`config.mk`:
```
export PLATFORM = sky130hd
export DESIGN_NAME = prng_rotation_stream_cipher_flat
export DESIGN_NICKNAME = d
export VERILOG_FILES = /design/src/rtl/core/prc_pkg.sv /design/src/rtl/core/prc_if.sv /design/src/rtl/core/prng_rotation_stream_cipher.sv /design/src/rtl/core/prc_cfg.sv /design/src/rtl/core/prc_front.sv /design/src/rtl/core/prc_queue.sv /design/src/rtl/core/prc_back.sv /design/src/flat_wrapper.sv
export SDC_FILE = /design/constraint.sdc
export NUM_CORES = 1
export LEC_CHECK = 0
export BUFFER_PORTS_ARGS = -buffer_cell sky130_fd_sc_hd__buf_2
export CAP_MARGIN = 20
export CORE_ASPECT_RATIO = 1.4
export CORE_MARGIN = 1.5
export CORE_UTILIZATION = 53
export CTS_CLUSTER_SIZE = 25
export DETAILED_ROUTE_END_ITERATION = 8
export GPL_ROUTABILITY_DRIVEN = 0
export GPL_TIMING_DRIVEN = 0
export MAX_ROUTING_LAYER = met4
export PLACE_DENSITY_LB_ADDON = 0.25
export SETUP_SLACK_MARGIN = 0.5
export SLEW_MARGIN = 30
export SYNTH_ARGS = -nofsm -noshare
export SYNTH_HDL_FRONTEND = slang
export SYNTH_HIERARCHICAL = 1
export SYNTH_SLANG_ARGS = --single-unit
```
`constraint.sdc`:
```
create_clock -name clk -period 18.8 [get_ports clk]
set_input_delay 3.76 -clock clk [delete_from_list [all_inputs] [get_ports clk]]
set_output_delay 3.76 -clock clk [all_outputs]
set_load 0.005 [all_outputs]
```
`src/rtl/core/prc_pkg.sv`:
```
// ----------------------------------------------------------------------------
// prc_pkg
// types, constants and arithmetic helpers of the rotation stream cipher
// ----------------------------------------------------------------------------
package prc_pkg;

  localparam int unsigned SeedW    = 17;
  localparam int unsigned ByteW    = 8;
  localparam int unsigned AmountW  = 7;
  localparam int unsigned ProdW    = 24;
  localparam int unsigned AddrW    = 3;
  localparam int unsigned DataW    = 32;

  localparam logic [ProdW-1:0]   Multiplier = 24'd75;
  localparam logic [SeedW:0]     Modulus    = 18'd65537;
  localparam logic [ByteW-1:0]   PrintLo    = 8'd32;
  localparam logic [ByteW-1:0]   PrintSpan  = 8'd96;

  // register index codes, taken from paddr[2]
  localparam logic RegStartSeed = 1'b0;
  localparam logic RegDirection = 1'b1;

  localparam logic DirEncrypt = 1'b0;

  typedef struct packed {
    logic [ByteW-1:0] data_byte;
    logic [SeedW-1:0] seed;
  } prc_entry_t;

  typedef struct packed {
    logic       push;
    prc_entry_t entry;
  } prc_push_t;

  typedef struct packed {
    logic full;
    logic empty;
  } prc_qstat_t;

  // seed * 75 mod 65537 by folding the product
  function automatic logic [SeedW-1:0] advance_seed(input logic [SeedW-1:0] s);
    logic [ProdW-1:0] prod;
    logic [SeedW:0]   diff;
    prod = ProdW'(s) * Multiplier;
    diff = {2'b00, prod[15:0]} - {10'b0, prod[23:16]};
    if (diff[SeedW]) begin
      diff = diff + Modulus;
    end
    return diff[SeedW-1:0];
  endfunction

  // seed mod 96 as ((seed >> 5) mod 3) * 32 + seed[4:0]
  function automatic logic [AmountW-1:0] seed_mod96(input logic [SeedW-1:0] s);
    logic [4:0] sum;
    sum = 5'(s[6:5]) + 5'(s[8:7]) + 5'(s[10:9]) + 5'(s[12:11])
        + 5'(s[14:13]) + 5'(s[16:15]);
    if (sum >= 5'd12) begin
      sum = sum - 5'd12;
    end
    if (sum >= 5'd6) begin
      sum = sum - 5'd6;
    end
    if (sum >= 5'd3) begin
      sum = sum - 5'd3;
    end
    return {sum[1:0], s[4:0]};
  endfunction

  function automatic logic [ByteW-1:0] rotate_byte(input logic [ByteW-1:0]   c,
                                                   input logic [AmountW-1:0] k,
                                                   input logic               dir);
    logic [ByteW-1:0] pos;
    logic [ByteW-1:0] t;
    pos = c - PrintLo;
    if (dir == DirEncrypt) begin
      t = pos + {1'b0, k};
      if (t >= PrintSpan) begin
        t = t - PrintSpan;
      end
    end else begin
      t = pos - {1'b0, k};
      if (t[ByteW-1]) begin
        t = t + PrintSpan;
      end
    end
    if (c[7] || (c[6:5] == 2'b00)) begin
      return c;
    end
    return t + PrintLo;
  endfunction

endpackage

```
`src/rtl/core/prc_if.sv`:
```
// ----------------------------------------------------------------------------
// prc_in_if / prc_out_if
// valid/ready channels for input bytes and cipher results
// ----------------------------------------------------------------------------
interface prc_in_if;
  logic                          valid;
  logic                          ready;
  logic [prc_pkg::ByteW-1:0]     data_byte;
  logic                          first_of_message;

  modport source (output valid, data_byte, first_of_message, input ready);
  modport sink   (input valid, data_byte, first_of_message, output ready);
endinterface

interface prc_out_if;
  logic                          valid;
  logic                          ready;
  logic [prc_pkg::ByteW-1:0]     out_byte;

  modport source (output valid, out_byte, input ready);
  modport sink   (input valid, out_byte, output ready);
endinterface

```
`src/rtl/core/prng_rotation_stream_cipher.sv`:
```
// ----------------------------------------------------------------------------
// prng_rotation_stream_cipher
// lehmer mod 65537 seeded rotation cipher over printable ascii
//
//   channel  dir  handshake          payload
//   in_ch    in   valid/ready        data_byte[7:0], first_of_message
//   out_ch   out  valid/ready        out_byte[7:0]
//   apb      in   psel/penable       paddr[2:0], pwdata/prdata[31:0]
//
// one byte per cycle while out_ch.ready holds; queue entry, then output register
// front end advances the seed in the accept cycle, back end rotates from queue
// two-entry queue plus output register let either side stall on its own
// in_ch.ready drops only when the queue is full behind a stalled output
// synchronous reset, no clearing pass
// ----------------------------------------------------------------------------
module prng_rotation_stream_cipher (
  input  logic                        clk,
  input  logic                        rst_n,
  prc_in_if.sink                      in_ch,
  prc_out_if.source                   out_ch,
  input  logic                        psel,
  input  logic                        penable,
  input  logic                        pwrite,
  input  logic [prc_pkg::AddrW-1:0]   paddr,
  input  logic [prc_pkg::DataW-1:0]   pwdata,
  output logic [prc_pkg::DataW-1:0]   prdata,
  output logic                        pready
);

  logic [prc_pkg::SeedW-1:0] start_seed;
  logic                      direction;
  prc_pkg::prc_push_t        push;
  prc_pkg::prc_qstat_t       qstat;
  prc_pkg::prc_entry_t       head;
  logic                      pop;

  prc_cfg u_cfg (
    .clk        (clk),
    .rst_n      (rst_n),
    .psel       (psel),
    .penable    (penable),
    .pwrite     (pwrite),
    .paddr      (paddr),
    .pwdata     (pwdata),
    .prdata     (prdata),
    .pready     (pready),
    .start_seed (start_seed),
    .direction  (direction)
  );

  prc_front u_front (
    .clk        (clk),
    .rst_n      (rst_n),
    .in_ch      (in_ch),
    .start_seed (start_seed),
    .qstat      (qstat),
    .push       (push)
  );

  prc_queue u_queue (
    .clk   (clk),
    .rst_n (rst_n),
    .push  (push),
    .pop   (pop),
    .qstat (qstat),
    .head  (head)
  );

  prc_back u_back (
    .clk       (clk),
    .rst_n     (rst_n),
    .qstat     (qstat),
    .head      (head),
    .direction (direction),
    .pop       (pop),
    .out_ch    (out_ch)
  );

endmodule

```
`src/rtl/core/prc_cfg.sv`:
```
// ----------------------------------------------------------------------------
// prc_cfg
// apb register file: start seed and direction
// ----------------------------------------------------------------------------
module prc_cfg (
  input  logic                        clk,
  input  logic                        rst_n,
  input  logic                        psel,
  input  logic                        penable,
  input  logic                        pwrite,
  input  logic [prc_pkg::AddrW-1:0]   paddr,
  input  logic [prc_pkg::DataW-1:0]   pwdata,
  output logic [prc_pkg::DataW-1:0]   prdata,
  output logic                        pready,
  output logic [prc_pkg::SeedW-1:0]   start_seed,
  output logic                        direction
);

  logic [prc_pkg::SeedW-1:0] start_seed_r;
  logic                      direction_r;
  logic                      wr_en;

  assign wr_en  = psel & penable & pwrite;
  assign pready = 1'b1;

  always_ff @(posedge clk) begin
    if (!rst_n) begin
      start_seed_r <= '0;
      direction_r  <= 1'b1;
    end else if (wr_en) begin
      case (paddr[2])
        prc_pkg::RegStartSeed: start_seed_r <= pwdata[prc_pkg::SeedW-1:0];
        prc_pkg::RegDirection: direction_r  <= pwdata[0];
        default: ;
      endcase
    end
  end

  always_comb begin
    case (paddr[2])
      prc_pkg::RegStartSeed: prdata = prc_pkg::DataW'(start_seed_r);
      prc_pkg::RegDirection: prdata = prc_pkg::DataW'(direction_r);
      default:               prdata = '0;
    endcase
  end

  assign start_seed = start_seed_r;
  assign direction  = direction_r;

endmodule

```
`src/rtl/core/prc_front.sv`:
```
// ----------------------------------------------------------------------------
// prc_front
// accepts bytes, reloads and advances the lehmer seed, pushes to the queue
// ----------------------------------------------------------------------------
module prc_front (
  input  logic                       clk,
  input  logic                       rst_n,
  prc_in_if.sink                     in_ch,
  input  logic [prc_pkg::SeedW-1:0]  start_seed,
  input  prc_pkg::prc_qstat_t        qstat,
  output prc_pkg::prc_push_t         push
);

  logic [prc_pkg::SeedW-1:0] seed_r;
  logic [prc_pkg::SeedW-1:0] seed_nxt;
  logic                      accept;

  assign in_ch.ready = ~qstat.full;
  assign accept      = in_ch.valid & ~qstat.full;
  assign seed_nxt    = prc_pkg::advance_seed(in_ch.first_of_message ? start_seed : seed_r);

  always_ff @(posedge clk) begin
    if (!rst_n) begin
      seed_r <= '0;
    end else if (accept) begin
      seed_r <= seed_nxt;
    end
  end

  assign push.push            = accept;
  assign push.entry.data_byte = in_ch.data_byte;
  assign push.entry.seed      = seed_nxt;

endmodule

```
`src/rtl/core/prc_queue.sv`:
```
// ----------------------------------------------------------------------------
// prc_queue
// two-entry queue between seed front end and rotation back end
// ----------------------------------------------------------------------------
module prc_queue (
  input  logic                  clk,
  input  logic                  rst_n,
  input  prc_pkg::prc_push_t    push,
  input  logic                  pop,
  output prc_pkg::prc_qstat_t   qstat,
  output prc_pkg::prc_entry_t   head
);

  prc_pkg::prc_entry_t mem_r [2];
  logic                wr_ptr_r;
  logic                rd_ptr_r;
  logic [1:0]          count_r;
  logic                do_pop;

  assign do_pop = pop & (count_r != 2'd0);

  always_ff @(posedge clk) begin
    if (!rst_n) begin
      wr_ptr_r <= 1'b0;
      rd_ptr_r <= 1'b0;
      count_r  <= 2'd0;
    end else begin
      if (push.push) begin
        wr_ptr_r <= ~wr_ptr_r;
      end
      if (do_pop) begin
        rd_ptr_r <= ~rd_ptr_r;
      end
      case ({push.push, do_pop})
        2'b10:   count_r <= count_r + 2'd1;
        2'b01:   count_r <= count_r - 2'd1;
        default: count_r <= count_r;
      endcase
    end
  end

  always_ff @(posedge clk) begin
    if (push.push) begin
      mem_r[wr_ptr_r] <= push.entry;
    end
  end

  assign head        = mem_r[rd_ptr_r];
  assign qstat.full  = count_r[1];
  assign qstat.empty = (count_r == 2'd0);

endmodule

```
`src/rtl/core/prc_back.sv`:
```
// ----------------------------------------------------------------------------
// prc_back
// rotates printable bytes by seed mod 96 into the output register
// ----------------------------------------------------------------------------
module prc_back (
  input  logic                  clk,
  input  logic                  rst_n,
  input  prc_pkg::prc_qstat_t   qstat,
  input  prc_pkg::prc_entry_t   head,
  input  logic                  direction,
  output logic                  pop,
  prc_out_if.source             out_ch
);

  logic                      out_valid_r;
  logic [prc_pkg::ByteW-1:0] out_byte_r;
  logic [prc_pkg::ByteW-1:0] out_byte_nxt;

  assign pop          = ~qstat.empty & (~out_valid_r | out_ch.ready);
  assign out_byte_nxt = prc_pkg::rotate_byte(head.data_byte,
                                             prc_pkg::seed_mod96(head.seed), direction);

  always_ff @(posedge clk) begin
    if (!rst_n) begin
      out_valid_r <= 1'b0;
    end else if (pop) begin
      out_valid_r <= 1'b1;
    end else if (out_ch.ready) begin
      out_valid_r <= 1'b0;
    end
  end

  always_ff @(posedge clk) begin
    if (pop) begin
      out_byte_r <= out_byte_nxt;
    end
  end

  assign out_ch.valid    = out_valid_r;
  assign out_ch.out_byte = out_byte_r;

endmodule

```
`src/flat_wrapper.sv`:
```
// flat-port wrapper written by rule: the top's interface ports become plain ports
module prng_rotation_stream_cipher_flat 
  (clk, rst_n, psel, penable, pwrite, paddr, pwdata, prdata, pready, in_ch_valid, in_ch_data_byte, in_ch_first_of_message, in_ch_ready, out_ch_valid, out_ch_out_byte, out_ch_ready);
  prc_in_if in_ch_i ();
  prc_out_if out_ch_i ();
  input  logic clk;
  input  logic rst_n;
  input  logic psel;
  input  logic penable;
  input  logic pwrite;
  input  logic [prc_pkg::AddrW-1:0] paddr;
  input  logic [prc_pkg::DataW-1:0] pwdata;
  output logic [prc_pkg::DataW-1:0] prdata;
  output logic pready;
  input wire logic [$bits(in_ch_i.valid)-1:0] in_ch_valid;
  input wire logic [$bits(in_ch_i.data_byte)-1:0] in_ch_data_byte;
  input wire logic [$bits(in_ch_i.first_of_message)-1:0] in_ch_first_of_message;
  output wire logic [$bits(in_ch_i.ready)-1:0] in_ch_ready;
  output wire logic [$bits(out_ch_i.valid)-1:0] out_ch_valid;
  output wire logic [$bits(out_ch_i.out_byte)-1:0] out_ch_out_byte;
  input wire logic [$bits(out_ch_i.ready)-1:0] out_ch_ready;
  assign in_ch_i.valid = in_ch_valid;
  assign in_ch_i.data_byte = in_ch_data_byte;
  assign in_ch_i.first_of_message = in_ch_first_of_message;
  assign in_ch_ready = in_ch_i.ready;
  assign out_ch_valid = out_ch_i.valid;
  assign out_ch_out_byte = out_ch_i.out_byte;
  assign out_ch_i.ready = out_ch_ready;
  prng_rotation_stream_cipher u_core (.clk(clk), .rst_n(rst_n), .in_ch(in_ch_i), .out_ch(out_ch_i), .psel(psel), .penable(penable), .pwrite(pwrite), .paddr(paddr), .pwdata(pwdata), .prdata(prdata), .pready(pready));
endmodule
```
==> metrics <==
status finished, final reports clean; WP data arrival between 10 and 15 ns; 1st-iter DRT viols 450; DRT Wirelength 20,830 µm; grt total ovfl 0; Mapped Cells 985; Vias/cell 5.538; Worst path max stage delay 0.54 ns; hold path startpoint u_core/u_cfg/start_seed[11]; CTS tree done; Die H 160.0 µm; Setup Buffers After CTS 0; GRT Total Usage roughly a quarter; Pre-antenna DRT Iters 7; Final #Nets 1,248; largest net degree at the start of global routing 26; I/O pin cnt 94; most common cell after layout, fill and taps aside ha_1; setup TNS 0 ns; final setup fails 0; port bufs 50; Clock Skew 0.01492 ns; initial antenna violation count 0; synthesized area 9326 µm²; # rows 57; Slowest-stage cell, CP fa_1; post-synthesis sequential area ratio 27.48%; Die Wd 115.1 µm; CTS Buf Count 9; library cells used by synthesis 86; layout cells sized above 1 16.98%; vias in the first global route 7,253; Post-synth EDFFs 58; crit path from in_ch_first_of_message; Ys Warns 6; Core Box Area 17,260 µm²; worst setup path category in2reg; Final Hold Viols 0; Clock Sinks 99; Slew @ Worst Pin between 0.7 and 0.8 ns; max cap viols 0; Max Clk Rate 0.08435 GHz; Slew Limit Fails 0; Detail Placement HPWL about 17,000 µm; # hold bufs at CTS 0; WP data required 18.88 ns; most frequent cells in the layout 103 x ha_1, 99 x inv_1, 70 x nand2_1; Hold/Removal Path Class reg2reg; Critical Path Source Type input pin; filler instances 1,556; crit path capture type register; CTS H-tree lvls 3; worst-skew pair later-pin latency 0.35 ns; Tcrit/Tclk final 63.06%; Synth-to-Final Area Change 10.20%; register area 2562 µm²; Synth Register Bits 99; most used cell, CP ha_1; WL/cell 16.00 µm; ANT nets after route 0; Reg clk slew, reported paths roughly 0.080 ns; ys flop type edfxtp_1; Vias between 7,000 and 8,000; first-pass GRT wire length 33,970 µm; die area 18,410 µm²; CTS root buffer clkbuf_16; Residual DRC 0; Starting Density about 54%; Max Root-Sink Buffers 2; RSZ-0062 raised after global routing no; Inserted Diodes 0; area occupied by multi-input gates 6043 µm²; ys async rst share 0%; Syn Area/Cell around 9.5 µm²; min Tclk post-route 11.85 ns; Crit Path Max Fanout 10; CTS resizes 0; Max-slew headroom 47.18%
## path summary, 6_finish.rpt
path,to,cells past startpoint,slack [ns]
max,u_core/u_queue/mem_r[0][13],29,6.95
min reg2reg,u_core/u_cfg/start_seed[11],2,0.48
max reg2reg,u_core/u_back/out_ch.out_byte[7],38,9.72
min,u_core/u_cfg/start_seed[11],2,0.48
## kinds of logic (layout without fill, tap and decap cells)
group | after synthesis | count (layout) | share of synthesized area, %
xor gates and xnor gates | 48 | 48 | 4.508
muxes | 77 | 77 | 8.975
other | 2 | 16 | 0.08052
adders and majority gates | 136 | 136 | 20.90
DFF | 99 | 99 | 27.48
AOI/OAI and AO/OA | 187 | 187 | 14.35
buffers and inverters | 164 | 231 | 8.385
and+or+nand+nor | 272 | 272 | 15.32
## worst max-delay path, delay by kind of cell
| family | cells | cell delay [ns] |
|---|---|---|
| buffers and inverters | 6 | 1.31 |
| muxes | 1 | 0.49 |
| and+or+nand+nor | 6 | 1.65 |
| adders and majority gates | 6 | 2.30 |
| xor gates and xnor gates | 1 | 0.25 |
| AOI/OAI and AO/OA | 9 | 2.17 |
## stage by stage
step	worst slack, ns	cell area [µm²]	util, %	cells	hold slack [ns]
after floorplan	7.881	9379	-	999	0.4386
after global placement	6.671	9925	57.50	1285	0.4619
after detailed placement	6.681	9961	57.71	1286	0.4614
after CTS	7.014	10280	59.55	1302	0.4778
after global routing	6.447	10280	59.55	1302	0.5087
final	6.945	10280	59.55	1302	0.4765
## synth_stat cells (all sizes together) (5+ instances only)
| library cell | instances | area [µm²] |
|---|---|---|
| and2b | 7 | 60.06 |
| nor2b | 25 | 163.9 |
| nand2b | 15 | 93.84 |
| o211ai | 14 | 105.1 |
| buf | 41 | 320.3 |
| fa | 33 | 660.6 |
| mux2 | 50 | 566.8 |
| xor2 | 18 | 157.7 |
| or3 | 13 | 91.34 |
| a21o | 12 | 90.09 |
| ha | 103 | 1289 |
| o31ai | 14 | 105.1 |
| nor4 | 6 | 37.54 |
| nor3 | 17 | 90.09 |
| nand3 | 22 | 110.1 |
| mux2i | 27 | 270.3 |
| nand2 | 70 | 262.8 |
| a211oi | 9 | 72.57 |
| and3 | 6 | 42.54 |
| clkbuf | 24 | 90.09 |
| nor2 | 55 | 206.5 |
| o21a | 9 | 67.56 |
| xnor2 | 30 | 262.8 |
| dfxtp | 41 | 820.8 |
| edfxtp | 58 | 1742 |
| o21ai | 28 | 140.1 |
| and2 | 6 | 37.54 |
| or4 | 8 | 60.06 |
| inv | 99 | 371.6 |
| a211o | 7 | 61.31 |
| or2 | 5 | 31.28 |
| a31oi | 9 | 56.30 |
| a21oi | 37 | 188.9 |
## layer usage
metal	up-vias	part of all wire, %	track usage, %
li1	3623	-	-
met5	-	0	-
met1	3408	38	23.26
met2	121	55	45.97
met3	58	2.5	2.277
met4	0	4.5	11.22
## registers in the layout, summed over array words and instances (netlist names), named ones only
| register | cells |
|---|---|
| u_core/u_queue/mem_r | 50 |
| u_core/u_cfg/start_seed | 17 |
| u_core/u_front/seed_r | 17 |
| u_core/u_back/out_ch.out_byte | 8 |
| u_core/u_queue/count_r | 2 |
| u_core/u_back/out_ch.valid | 1 |
| u_core/u_cfg/direction | 1 |
| u_core/u_queue/rd_ptr_r | 1 |
| u_core/u_queue/wr_ptr_r | 1 |
## area by class of cell
type | instances | area share (%)
clock buffers | 9 | 2.191
flip-flops and latches | 99 | 24.93
well taps | 236 | 2.873
clock inverters | 7 | 0.8887
plain buffers | 65 | 3.993
multi-input cells | 736 | 58.80
repair buffers | 51 | 2.703
inverters | 99 | 3.616
Power is left out: the tool's default activity adds up to more than one toggle a clock period on the data nets, which glitch-free logic cannot reach.
